`config.mk`:
```
export PLATFORM = sky130hd
export DESIGN_NAME = iir_direct_form_one_filter_core
export DESIGN_NICKNAME = d
export VERILOG_FILES = /design/src/rtl/iirdf1_pkg.sv /design/src/rtl/iirdf1_ram.sv /design/src/rtl/iir_direct_form_one_filter_core.sv
export SDC_FILE = /design/constraint.sdc
export NUM_CORES = 2
export LEC_CHECK = 0
export ABC_AREA = 1
export BUFFER_PORTS_ARGS = -buffer_cell sky130_fd_sc_hd__buf_2
export CAP_MARGIN = 10
export CORE_MARGIN = 2
export CORE_UTILIZATION = 45
export CTS_BUF_LIST = sky130_fd_sc_hd__clkbuf_2
export DETAILED_ROUTE_END_ITERATION = 10
export GPL_TIMING_DRIVEN = 0
export MAX_ROUTING_LAYER = met4
export PLACE_DENSITY = 0.67
export SLEW_MARGIN = 20
export SYNTH_ARGS = -nofsm -noshare
export SYNTH_HDL_FRONTEND = slang
export SYNTH_SLANG_ARGS = --single-unit
```
`constraint.sdc`:
```
create_clock -name clk -period 8.2 [get_ports clk]
set_clock_uncertainty 0.05 [all_clocks]
set_input_delay 1.64 -clock clk [delete_from_list [all_inputs] [get_ports clk]]
set_output_delay 1.64 -clock clk [all_outputs]
set_load 0.005 [all_outputs]
```
`src/rtl/iirdf1_pkg.sv`:
```
package iirdf1_pkg;

  // Fixed field widths of the stream items
  localparam int FUNC_W   = 2;
  localparam int SAMPLE_W = 24;
  localparam int CIDX_W   = 5;
  localparam int COEF_W   = 32;
  localparam int CFG_W    = 4;

  // Defaults for the top-level parameters
  localparam int ORDER_MAX_DEF      = 8;
  localparam int COEF_FRAC_BITS_DEF = 28;

  // Filter order after reset
  localparam logic [CFG_W-1:0] ORDER_RST = CFG_W'(2);

  // Output clip limits
  localparam int SMP_MAX = 8388607;
  localparam int SMP_MIN = -8388608;

  // Product of one coefficient and one sample
  localparam int PROD_W = COEF_W + SAMPLE_W;

  typedef enum logic [FUNC_W-1:0] {
    FN_SAMPLE = 2'd0,
    FN_LOAD   = 2'd1,
    FN_CLEAR  = 2'd2,
    FN_NONE   = 2'd3
  } func_t;

  typedef enum logic [1:0] {
    ST_IDLE,
    ST_MAC,
    ST_DRAIN,
    ST_DONE
  } state_t;

endpackage

```
`src/rtl/iirdf1_ram.sv`:
```
module iirdf1_ram #(
  parameter int WIDTH = 32,
  parameter int DEPTH = 17,
  localparam int AW = (DEPTH > 1) ? $clog2(DEPTH) : 1
) (
  input  logic             clk,
  input  logic             we,
  input  logic [AW-1:0]    waddr,
  input  logic [WIDTH-1:0] wdata,
  input  logic [AW-1:0]    raddr,
  output logic [WIDTH-1:0] rdata
);

  logic [WIDTH-1:0] mem [DEPTH];

  always_ff @(posedge clk) begin
    if (we) begin
      mem[waddr] <= wdata;
    end
    rdata <= mem[raddr];
  end

endmodule

```
`src/rtl/iir_direct_form_one_filter_core.sv`:
```
// Direct form I IIR filter, programmable order, one shared multiply-accumulate.
//
// Input stream (in_*): in_tuser carries the function code (0 filter a sample,
// 1 load a coefficient, 2 clear the sample histories, 3 ignored). Only a
// sample transaction produces a result on the output stream (out_*): the
// rounded, clipped sample in out_tdata and the clip flag in out_tuser.
// cfg_we/cfg_wdata set the filter order N; write it only while idle.
//
// Sequencing: load, clear and unused codes complete on acceptance. A sample
// walks the 2N+1 taps through one 32x24 multiplier, one tap per cycle, fed
// from the coefficient RAM's single read port: an accept step, the issue of
// every tap, the drain of the operand and product stages, then a finish
// step; the result shows on out_tvalid the cycle after finish.
// in_tready is high only while the sequencer is idle.
//
// Reset (rst_n low, synchronous) zeros the histories, marks every
// coefficient as zero through per-entry valid bits and sets N to 2.
// A stalled receiver holds the result in the output register; the next
// sample computes but waits in its finish step until that register frees.
module iir_direct_form_one_filter_core #(
  parameter int ORDER_MAX      = iirdf1_pkg::ORDER_MAX_DEF,
  parameter int COEF_FRAC_BITS = iirdf1_pkg::COEF_FRAC_BITS_DEF
) (
  input  logic        clk,
  input  logic        rst_n,
  // config: filter_order[3:0]
  input  logic        cfg_we,
  input  logic [3:0]  cfg_wdata,
  // in_tdata: sample_in[23:0], coef_index[28:24], coef_value[60:29], zero pad
  input  logic        in_tvalid,
  output logic        in_tready,
  input  logic [63:0] in_tdata,
  // in_tuser: func[1:0]
  input  logic [1:0]  in_tuser,
  // out_tdata: sample_out[23:0]
  output logic        out_tvalid,
  input  logic        out_tready,
  output logic [23:0] out_tdata,
  // out_tuser: saturated[0]
  output logic        out_tuser
);
  import iirdf1_pkg::*;

  localparam int TABLE_SIZE = 2 * ORDER_MAX + 1;
  localparam int TAP_W      = $clog2(TABLE_SIZE);
  localparam int HIST_AW    = (ORDER_MAX > 1) ? $clog2(ORDER_MAX) : 1;
  localparam int ACC_W      = PROD_W + TAP_W + 1;
  localparam int NW         = ((TAP_W > CFG_W) ? TAP_W : CFG_W) + 1;
  localparam int IW         = ((TAP_W > CIDX_W) ? TAP_W : CIDX_W) + 1;

  localparam logic signed [ACC_W-1:0] RND  = ACC_W'(1) << (COEF_FRAC_BITS - 1);
  localparam logic signed [ACC_W-1:0] YMAX = ACC_W'(SMP_MAX);
  localparam logic signed [ACC_W-1:0] YMIN = ACC_W'(SMP_MIN);

  // ---------------- input unpack ----------------
  func_t                     in_func;
  logic signed [SAMPLE_W-1:0] in_sample;
  logic [CIDX_W-1:0]          in_cidx;
  logic signed [COEF_W-1:0]   in_coef;
  logic                       in_acc;

  assign in_func   = func_t'(in_tuser);
  assign in_sample = $signed(in_tdata[23:0]);
  assign in_cidx   = in_tdata[28:24];
  assign in_coef   = $signed(in_tdata[60:29]);
  assign in_acc    = in_tvalid && in_tready;

  // ---------------- state ----------------
  state_t state_r, state_nxt;
  logic [CFG_W-1:0]           order_r;
  logic [TAP_W-1:0]           tap_r;
  logic signed [SAMPLE_W-1:0] x_r;
  logic signed [SAMPLE_W-1:0] xh_r [ORDER_MAX];
  logic signed [SAMPLE_W-1:0] yh_r [ORDER_MAX];
  logic [TABLE_SIZE-1:0]      cvld_r;

  // MAC pipeline: stage 1 holds operands, stage 2 the product
  logic                       v1_r, v2_r;
  logic                       sub1_r, sub2_r;
  logic                       cvq_r;
  logic signed [SAMPLE_W-1:0] opnd_r;
  logic signed [PROD_W-1:0]   prod_r;
  logic signed [ACC_W-1:0]    acc_r;

  logic                       out_tvalid_r;
  logic [SAMPLE_W-1:0]        out_tdata_r;
  logic                       out_tuser_r;

  // ---------------- effective order ----------------
  logic [NW-1:0]    n_eff;
  logic [TAP_W-1:0] last_tap;

  always_comb begin
    n_eff = NW'(order_r);
    if (n_eff == '0) begin
      n_eff = NW'(1);
    end else if (n_eff > NW'(ORDER_MAX)) begin
      n_eff = NW'(ORDER_MAX);
    end
  end
  assign last_tap = TAP_W'(n_eff << 1);

  // ---------------- tap decode ----------------
  // tap 0: b0*x; odd tap 2k-1: b_k*x[n-k]; even tap 2k: a_k*y[n-k]
  logic [TAP_W:0]     tap_p1;
  logic [TAP_W-1:0]   tap_k;
  logic               tap_a;
  logic [TAP_W-1:0]   rd_addr;
  logic [HIST_AW-1:0] hidx;

  assign tap_p1  = (TAP_W+1)'(tap_r) + (TAP_W+1)'(1);
  assign tap_k   = tap_p1[TAP_W:1];
  assign tap_a   = (tap_r != '0) && !tap_r[0];
  assign rd_addr = tap_a ? TAP_W'(ORDER_MAX) + tap_k : tap_k;
  assign hidx    = HIST_AW'(tap_k - TAP_W'(1));

  // ---------------- coefficient table ----------------
  logic              cwr_en;
  logic [TAP_W-1:0]  cwr_addr;
  logic [COEF_W-1:0] ram_q;
  logic signed [COEF_W-1:0] coef_op;

  assign cwr_en   = in_acc && (in_func == FN_LOAD) && (IW'(in_cidx) < IW'(TABLE_SIZE));
  assign cwr_addr = TAP_W'(in_cidx);

  iirdf1_ram #(
    .WIDTH (COEF_W),
    .DEPTH (TABLE_SIZE)
  ) u_coef_ram (
    .clk   (clk),
    .we    (cwr_en),
    .waddr (cwr_addr),
    .wdata (in_coef),
    .raddr (rd_addr),
    .rdata (ram_q)
  );

  // never-written entries read as zero
  assign coef_op = cvq_r ? $signed(ram_q) : '0;

  // ---------------- sequencer ----------------
  logic issue;
  logic out_free;
  logic finish;

  assign out_free = !out_tvalid_r || out_tready;

  always_comb begin
    state_nxt = state_r;
    unique case (state_r)
      ST_IDLE: begin
        if (in_acc && in_func == FN_SAMPLE) begin
          state_nxt = ST_MAC;
        end
      end
      ST_MAC: begin
        if (tap_r == last_tap) begin
          state_nxt = ST_DRAIN;
        end
      end
      ST_DRAIN: begin
        if (!v1_r && !v2_r) begin
          state_nxt = ST_DONE;
        end
      end
      ST_DONE: begin
        if (out_free) begin
          state_nxt = ST_IDLE;
        end
      end
      default: state_nxt = ST_IDLE;
    endcase
  end

  always_comb begin
    in_tready = 1'b0;
    issue     = 1'b0;
    finish    = 1'b0;
    unique case (state_r)
      ST_IDLE:  in_tready = 1'b1;
      ST_MAC:   issue     = 1'b1;
      ST_DRAIN: ;
      ST_DONE:  finish    = out_free;
      default:  ;
    endcase
  end

  // ---------------- round and clip ----------------
  logic signed [ACC_W-1:0]    y_sh;
  logic                       y_hi, y_lo;
  logic signed [SAMPLE_W-1:0] y_sat;

  assign y_sh = acc_r >>> COEF_FRAC_BITS;
  assign y_hi = y_sh > YMAX;
  assign y_lo = y_sh < YMIN;

  always_comb begin
    priority if (y_hi) begin
      y_sat = SAMPLE_W'(SMP_MAX);
    end else if (y_lo) begin
      y_sat = SAMPLE_W'(SMP_MIN);
    end else begin
      y_sat = y_sh[SAMPLE_W-1:0];
    end
  end

  // ---------------- control registers ----------------
  always_ff @(posedge clk) begin
    if (!rst_n) begin
      state_r      <= ST_IDLE;
      order_r      <= ORDER_RST;
      cvld_r       <= '0;
      v1_r         <= 1'b0;
      v2_r         <= 1'b0;
      out_tvalid_r <= 1'b0;
      tap_r        <= '0;
      for (int i = 0; i < ORDER_MAX; i++) begin
        xh_r[i] <= '0;
        yh_r[i] <= '0;
      end
    end else begin
      state_r <= state_nxt;
      if (cfg_we) begin
        order_r <= cfg_wdata;
      end
      if (cwr_en) begin
        cvld_r[cwr_addr] <= 1'b1;
      end
      v1_r <= issue;
      v2_r <= v1_r;
      tap_r <= issue ? tap_r + TAP_W'(1) : '0;

      if (finish) begin
        out_tvalid_r <= 1'b1;
      end else if (out_tready) begin
        out_tvalid_r <= 1'b0;
      end

      if (in_acc && in_func == FN_CLEAR) begin
        for (int i = 0; i < ORDER_MAX; i++) begin
          xh_r[i] <= '0;
          yh_r[i] <= '0;
        end
      end else if (finish) begin
        for (int i = 1; i < ORDER_MAX; i++) begin
          xh_r[i] <= xh_r[i-1];
          yh_r[i] <= yh_r[i-1];
        end
        xh_r[0] <= x_r;
        yh_r[0] <= y_sat;
      end
    end
  end

  // ---------------- datapath registers ----------------
  always_ff @(posedge clk) begin
    if (in_acc && in_func == FN_SAMPLE) begin
      x_r <= in_sample;
    end
    // stage 1: operand select, aligned with the RAM read
    cvq_r  <= cvld_r[rd_addr];
    sub1_r <= tap_a;
    if (tap_r == '0) begin
      opnd_r <= x_r;
    end else if (tap_a) begin
      opnd_r <= yh_r[hidx];
    end else begin
      opnd_r <= xh_r[hidx];
    end
    // stage 2: product
    prod_r <= coef_op * opnd_r;
    sub2_r <= sub1_r;
    // accumulate; start from the rounding offset
    if (in_acc && in_func == FN_SAMPLE) begin
      acc_r <= RND;
    end else if (v2_r) begin
      acc_r <= sub2_r ? acc_r - ACC_W'(prod_r) : acc_r + ACC_W'(prod_r);
    end
    if (finish) begin
      out_tdata_r <= y_sat;
      out_tuser_r <= y_hi || y_lo;
    end
  end

  assign out_tvalid = out_tvalid_r;
  assign out_tdata  = out_tdata_r;
  assign out_tuser  = out_tuser_r;

`ifndef SYNTH
  // a sample transaction always starts a MAC pass
  a_start_mac: assert property (@(posedge clk) disable iff (!rst_n)
    (in_acc && in_func == FN_SAMPLE) |=> (state_r == ST_MAC))
    else $error("sample accepted without starting MAC pass");

  // tap counter stays within the last tap of the effective order
  a_tap_range: assert property (@(posedge clk) disable iff (!rst_n)
    (state_r == ST_MAC) |-> (tap_r <= last_tap))
    else $error("tap counter past last tap");

  // finish only after the MAC pipeline has emptied
  a_drained: assert property (@(posedge clk) disable iff (!rst_n)
    (state_r == ST_DONE) |-> (!v1_r && !v2_r))
    else $error("finish with products still in flight");

  // pipeline activity only inside a sample pass
  a_pipe_busy: assert property (@(posedge clk) disable iff (!rst_n)
    v2_r |-> (state_r == ST_DRAIN || state_r == ST_MAC))
    else $error("MAC pipeline active outside a pass");
`endif

endmodule
```
; ---- Word level (Yosys, flattened, before mapping)
; Memories as Yosys holds them, arrays and structs flattened. A register that Yosys moved wholly into a read port is not among the register bits.
; Cells that the tools add are included.
; Widths: inputs -> output; s select.
[totals]
register_bits = 225
ramBits = 928
inputBits = 75
out_inout_bits = 27
word_cells = 163
memories = 3
[memory_table]
columns = memory, depth, width, rd, rd_clocked_by_memory_dff, write_ports, line
row1 = u_coef_ram.mem, 17, 32, 1, 1, 1, iirdf1_ram.sv:14  ; logic [WIDTH-1:0] mem [DEPTH];
row2 = xh_r, 8, 24, 8, 0, 8, iir_direct_form_one_filter_core.sv:73  ; logic signed [SAMPLE_W-1:0] xh_r [ORDER_MAX];
row3 = yh_r, 8, 24, 8, 0, 8, iir_direct_form_one_filter_core.sv:74  ; logic signed [SAMPLE_W-1:0] yh_r [ORDER_MAX];
[op_classes]
add_sub_neg = 6
mul = 1
n_lt_le_gt_ge = 7
eq_ne = 10
mux = 65
bitwise = 33
n_reduce_logical = 22
[op_table]
columns = cell, n
row1 = $mux 24, 36
row2 = $add 62x56->62, 1
row3 = $mux 62, 1
row4 = $sub 62x56->62, 1
row5 = $mul 32x24->56, 1
row6 = $gt 34x24->1 const B, 1
row7 = $lt 34x24->1 const B, 1
row8 = $mux 32, 1
row9 = $or 1x1->1, 32
row10 = $mux 1, 17
row11 = $or 17x17->17, 1
row12 = $lt 5x6->1 const B, 2
row13 = $logic_and 1x1->1, 8
row14 = $mux 2, 4
row15 = $mux 4, 2
row16 = $ne 2x2->1 const B, 4
row17 = $pmux 2 s4, 1
row18 = $add 5x1->6 const B, 1
row19 = $eq 2x2->1 const B, 3
row20 = $add 4x5->5 const A, 1
row21 = $add 5x1->5 const B, 1
row22 = $bmux 1 s5, 1
row23 = $demux 1 s5, 1
row24 = $eq 5x5->1, 1
row25 = 15 further kinds, 21

; ---- Logic depth before layout (Yosys ltp)
[logic_depth]
depth_word = 9
depth_mapped = 33
depth_no_buf = 30

; ---- Hierarchy
; A second synthesis with hierarchy kept.
[unflattened]
cells_unflattened = 9302
hier_area_um2 = 81609.5
[modules_own_cells]
columns = module, n_inst, cells_per_inst, area_each_um2, seq_area_each_um2
row1 = iir_direct_form_one_filter_core, 1, 7426, 59037.9, 15564.9
row2 = iirdf1_ram, 1, 1876, 22571.6, 16976.3

; ---- Least setup slack after synthesis
; Ideal clock, no wire load.
[synth_timing]
path_kind = register to register
from = reg cvq_r
to = reg prod_r[55]
setup_ns = 0.112
arrival_time_ns = 6.577
required_ns = 8.038
slack_ns = 1.460
path_stages_with_launch = 28
n_path_buf = 3
period_less_slack_ns = 6.740
cell_sequence = dfxtp_1 > clkbuf_1 > clkbuf_1 > nand2_1 > clkbuf_1 > nor2_1 > fa_1 > fa_1 > inv_1 > fa_1 > fa_1 > fa_1 > inv_1 > fa_1 > inv_1 > fa_1 > inv_1 > ha_1 > nand2_1 > nor2_1 > inv_1 > nor2_1 > nand2_1 > or2_2 > nand3_1 > inv_1 > nand2_1 > nand2_1
[synth_via]
elab_chain_cells = 2
[synth_rtl]
columns = item, line
row1 = "start, declared", iir_direct_form_one_filter_core.sv:80  ; logic cvq_r;
row2 = "start signal, assigned", iir_direct_form_one_filter_core.sv:261  ; cvq_r <= cvld_r[rd_addr];
row3 = $mux 32, iir_direct_form_one_filter_core.sv:139  ; assign coef_op = cvq_r ? $signed(ram_q) : '0;
row4 = $mul 32x24->56, iir_direct_form_one_filter_core.sv:271  ; prod_r <= coef_op * opnd_r;
row5 = "end signal, assigned", iir_direct_form_one_filter_core.sv:271
row6 = "end, declared", iir_direct_form_one_filter_core.sv:82  ; logic signed [PROD_W-1:0] prod_r;
; No other way between the ends.
; A chain may end at the register's enable or synchronous reset.

; ---- Worst setup path in the final report
[layout_timing]
from = reg opnd_r[8]
to = reg prod_r[51]
[layout_via]
elab_chain_cells = 1
[layout_rtl]
columns = item, line
row1 = "start, declared", iir_direct_form_one_filter_core.sv:81  ; logic signed [SAMPLE_W-1:0] opnd_r;
row2 = "start signal, assigned", iir_direct_form_one_filter_core.sv:264  ; opnd_r <= x_r;
row3 = "start signal, assigned", iir_direct_form_one_filter_core.sv:266  ; opnd_r <= yh_r[hidx];
row4 = "start signal, assigned", iir_direct_form_one_filter_core.sv:268  ; opnd_r <= xh_r[hidx];
row5 = $mul 32x24->56, iir_direct_form_one_filter_core.sv:271
; No other way between the ends.

==> impl_metrics.tcl <==
set metrics [dict create \
    outcome "completed" \
    globalRouteOverflowTotal 0 \
    slowest_delay_ps 820 \
    postCtsSetupBuffers 0 \
    grt_pass1_wl_um 428000 \
    clockBufferDepth 4 \
    preCtsSetupSlack_ps -536 \
    first_pass_iters 8 \
    syn_area_per_cell_um2 8.73 \
    drt_iter0_drc 7762 \
    wl_per_cell_um 23.8 \
    io_buffers 98 \
    synth-edff-count 881 \
    grt_pass1_vias 65800 \
    layout.cells.non_filler 12400 \
    period_share_pct 98.3 \
    dieHeight_um 429 \
    cp_common_cell "fa_1" \
    slew_viol_final 0 \
    critical_path_required_ps 9610 \
    rsz0062_at_grt "no" \
    synthDistinctLibCells 58 \
    via_per_inst 5.40 \
    area_growth_pct 8.93 \
    critPathCaptureType "register" \
    start_kind "register" \
    cp.arrival_ps 9470 \
    ys_async_sr_fraction_pct 0 \
    core_area_um2 180000 \
    timing.hold.ws_ps 228 \
    setup_ws_ps 139 \
    rows 156 \
    antenna_found_initial 16 \
    synth.cell_area_um2 81400 \
    path_class "register to register" \
    synthCells 9324 \
    drive_gt1_share_pct 8.19 \
    ys_seq_elements 1185 \
    path_cells "clkinv_2 > clkbuf_1 > nor2_1 > fa_1 > inv_1 > fa_1 > inv_1 > fa_2 > fa_1 > fa_1 > fa_1 > fa_1 > ha_1 > a21oi_1 > inv_1 > a31oi_1 > o21ai_0 > nor2_1 > nand3_1 > xor2_1" \
    slowest_stage "fa_2" \
    cts.clk_slew.worst_paths_ps 130 \
    initial_utilization_pct 45.2 \
    setup_viol 0 \
    ys.flop_type "edfxtp_1" \
    die_x_um 429 \
    wirelength_um 295000 \
    hold_viol 0 \
    synth.net_count 10400 \
    fmax_mhz 124 \
    relSlewSlack_pct 21.7 \
    clkLatencyLatePin_ps 1790 \
    yosysWarnings 0 \
    fillCellCount 17600 \
    hold_path.class "input port to register" \
    cap_violations 0 \
    dp_hpwl_um 233000 \
    worst_pin_slew_ps 1180 \
    yosysSeqAreaShare_pct 40.0 \
    cts-root-buf "clkbuf_2" \
    grt_max_degree 57 \
    mostFrequentLayoutCell "nand2_1" \
    cp_max_fo 11 \
    fin_crit_ps 8060 \
    cts_max_level 5 \
    io_pins 102 \
    cts.sinks 1185 \
    place.gp.congestion 1.04 \
    grt_usage_pct 32.7 \
    vias 66900 \
    cts-buffers-inserted 323 \
    nNetsFinal 10900 \
    cts_tree "done" \
    final_cell_mix "nand2_1 (2242), inv_1 (1629), nor2_1 (1120), edfxtp_1 (881), fa_1 (782)" \
    remaining_drc_errors 0 \
    postRouteAntennaNets 0 \
    dieArea_um2 184000 \
    placed_cells 11800 \
]
==> through the flow <==
| stage | area [um^2] | utilization [%] | setup TNS, ps |
|---|---|---|---|
| global placement | 84800 | 47.1 | -11060 |
| CTS | 88600 | 49.2 | 0 |
| finish | 88700 | 49.2 | 0 |
| global route | 88700 | 49.2 | 0 |
| detailed placement | 85600 | 47.5 | -8840 |
| floorplan | 81400 | - | 0 |
==> routing by layer <==
layer / wire, um / GRT usage, % / vias up
met5: 0 / - / -
met4: 12500 / 12.4 / 0
met1: 121000 / 43.4 / 32700
met3: 27300 / 5.91 / 588
li1: - / - / 30200
met2: 134000 / 50.1 / 3374
==> registers in the layout, indices dropped and copies added (netlist names), 24 cells and up <==
register,count
acc_r,62
prod_r,56
x_r,24
out_tdata,24
xh_r,192
yh_r,192
u_coef_ram.mem,544
opnd_r,24
u_coef_ram.rdata,32
==> synth_stat cells, types with 60 or more instances <==
cell type	n	share of area [%]
nor2_1	1136	5.2
edfxtp_1	881	33
clkbuf_1	299	1.4
o21ai_0	357	2.2
o311ai_1	60	0.65
a21oi_1	548	3.4
xor2_1	104	1.1
buf_2	82	0.50
inv_1	1634	7.5
nand2_1	2247	10
nand3_1	242	1.5
dfxtp_1	304	7.5
fa_1	784	19
ha_1	219	3.4
==> critical path, delay by kind of cell, from the launching register on <==
| family | cells | cell delay (ps) |
|---|---|---|
| compound gates | 3 | 730 |
| fa+ha+maj | 8 | 4460 |
| flops | 1 | 540 |
| simple gates | 3 | 500 |
| buf+inv | 5 | 1390 |
| xor+xnor | 1 | 190 |
==> timing repair <==
item	CTS	global route
hold buffers	22	0
resized for setup	21	74
pin swaps	0	0
endpoints found under the setup margin	31	24
hold endpoints to repair	25	0
==> cells by family after synthesis <==
| family | after synthesis | synth area share, % |
|---|---|---|
| AND/OR/NAND/NOR | 3755 | 18.1 |
| flip-flops | 1185 | 40.0 |
| buffers and inverters | 2075 | 9.73 |
| XOR/XNOR | 137 | 1.55 |
| AO/OA/AOI/OAI | 1163 | 7.87 |
| adder cells (fa/ha/maj) | 1003 | 22.7 |
| multiplexers | 6 | 0.0830 |
==> final cells by class <==
cell class                      instances  area [um^2]  area share, %
Multi-Input combinational cell       6064        41100           46.4
Sequential cell                      1185        32500           36.7
Inverter                             1654         6240           7.04
Tap cell                             2370         2970           3.34
Clock buffer                          460         2300           2.60
Buffer                                412         1740           1.96
Timing Repair Buffer                  144         1300           1.47
Clock inverter                         75          433          0.488
Antenna cell                           12         30.0         0.0339
==> path summary, 6_finish.rpt <==
path	from	to	slack, ps	depth (start not counted)
max	opnd_r[8]$_DFF_P_	prod_r[51]$_DFF_P_	140	20
min	in_tdata[45]	u_coef_ram.mem[16][16]$_DFFE_PP_	230	1
max reg2reg	opnd_r[8]$_DFF_P_	prod_r[51]$_DFF_P_	140	20
min reg2reg	sub1_r$_DFF_P_	sub2_r$_DFF_P_	310	0
Power is not shown: default switching activity piles up to over one toggle a cycle in this logic, so the estimate is an artifact.
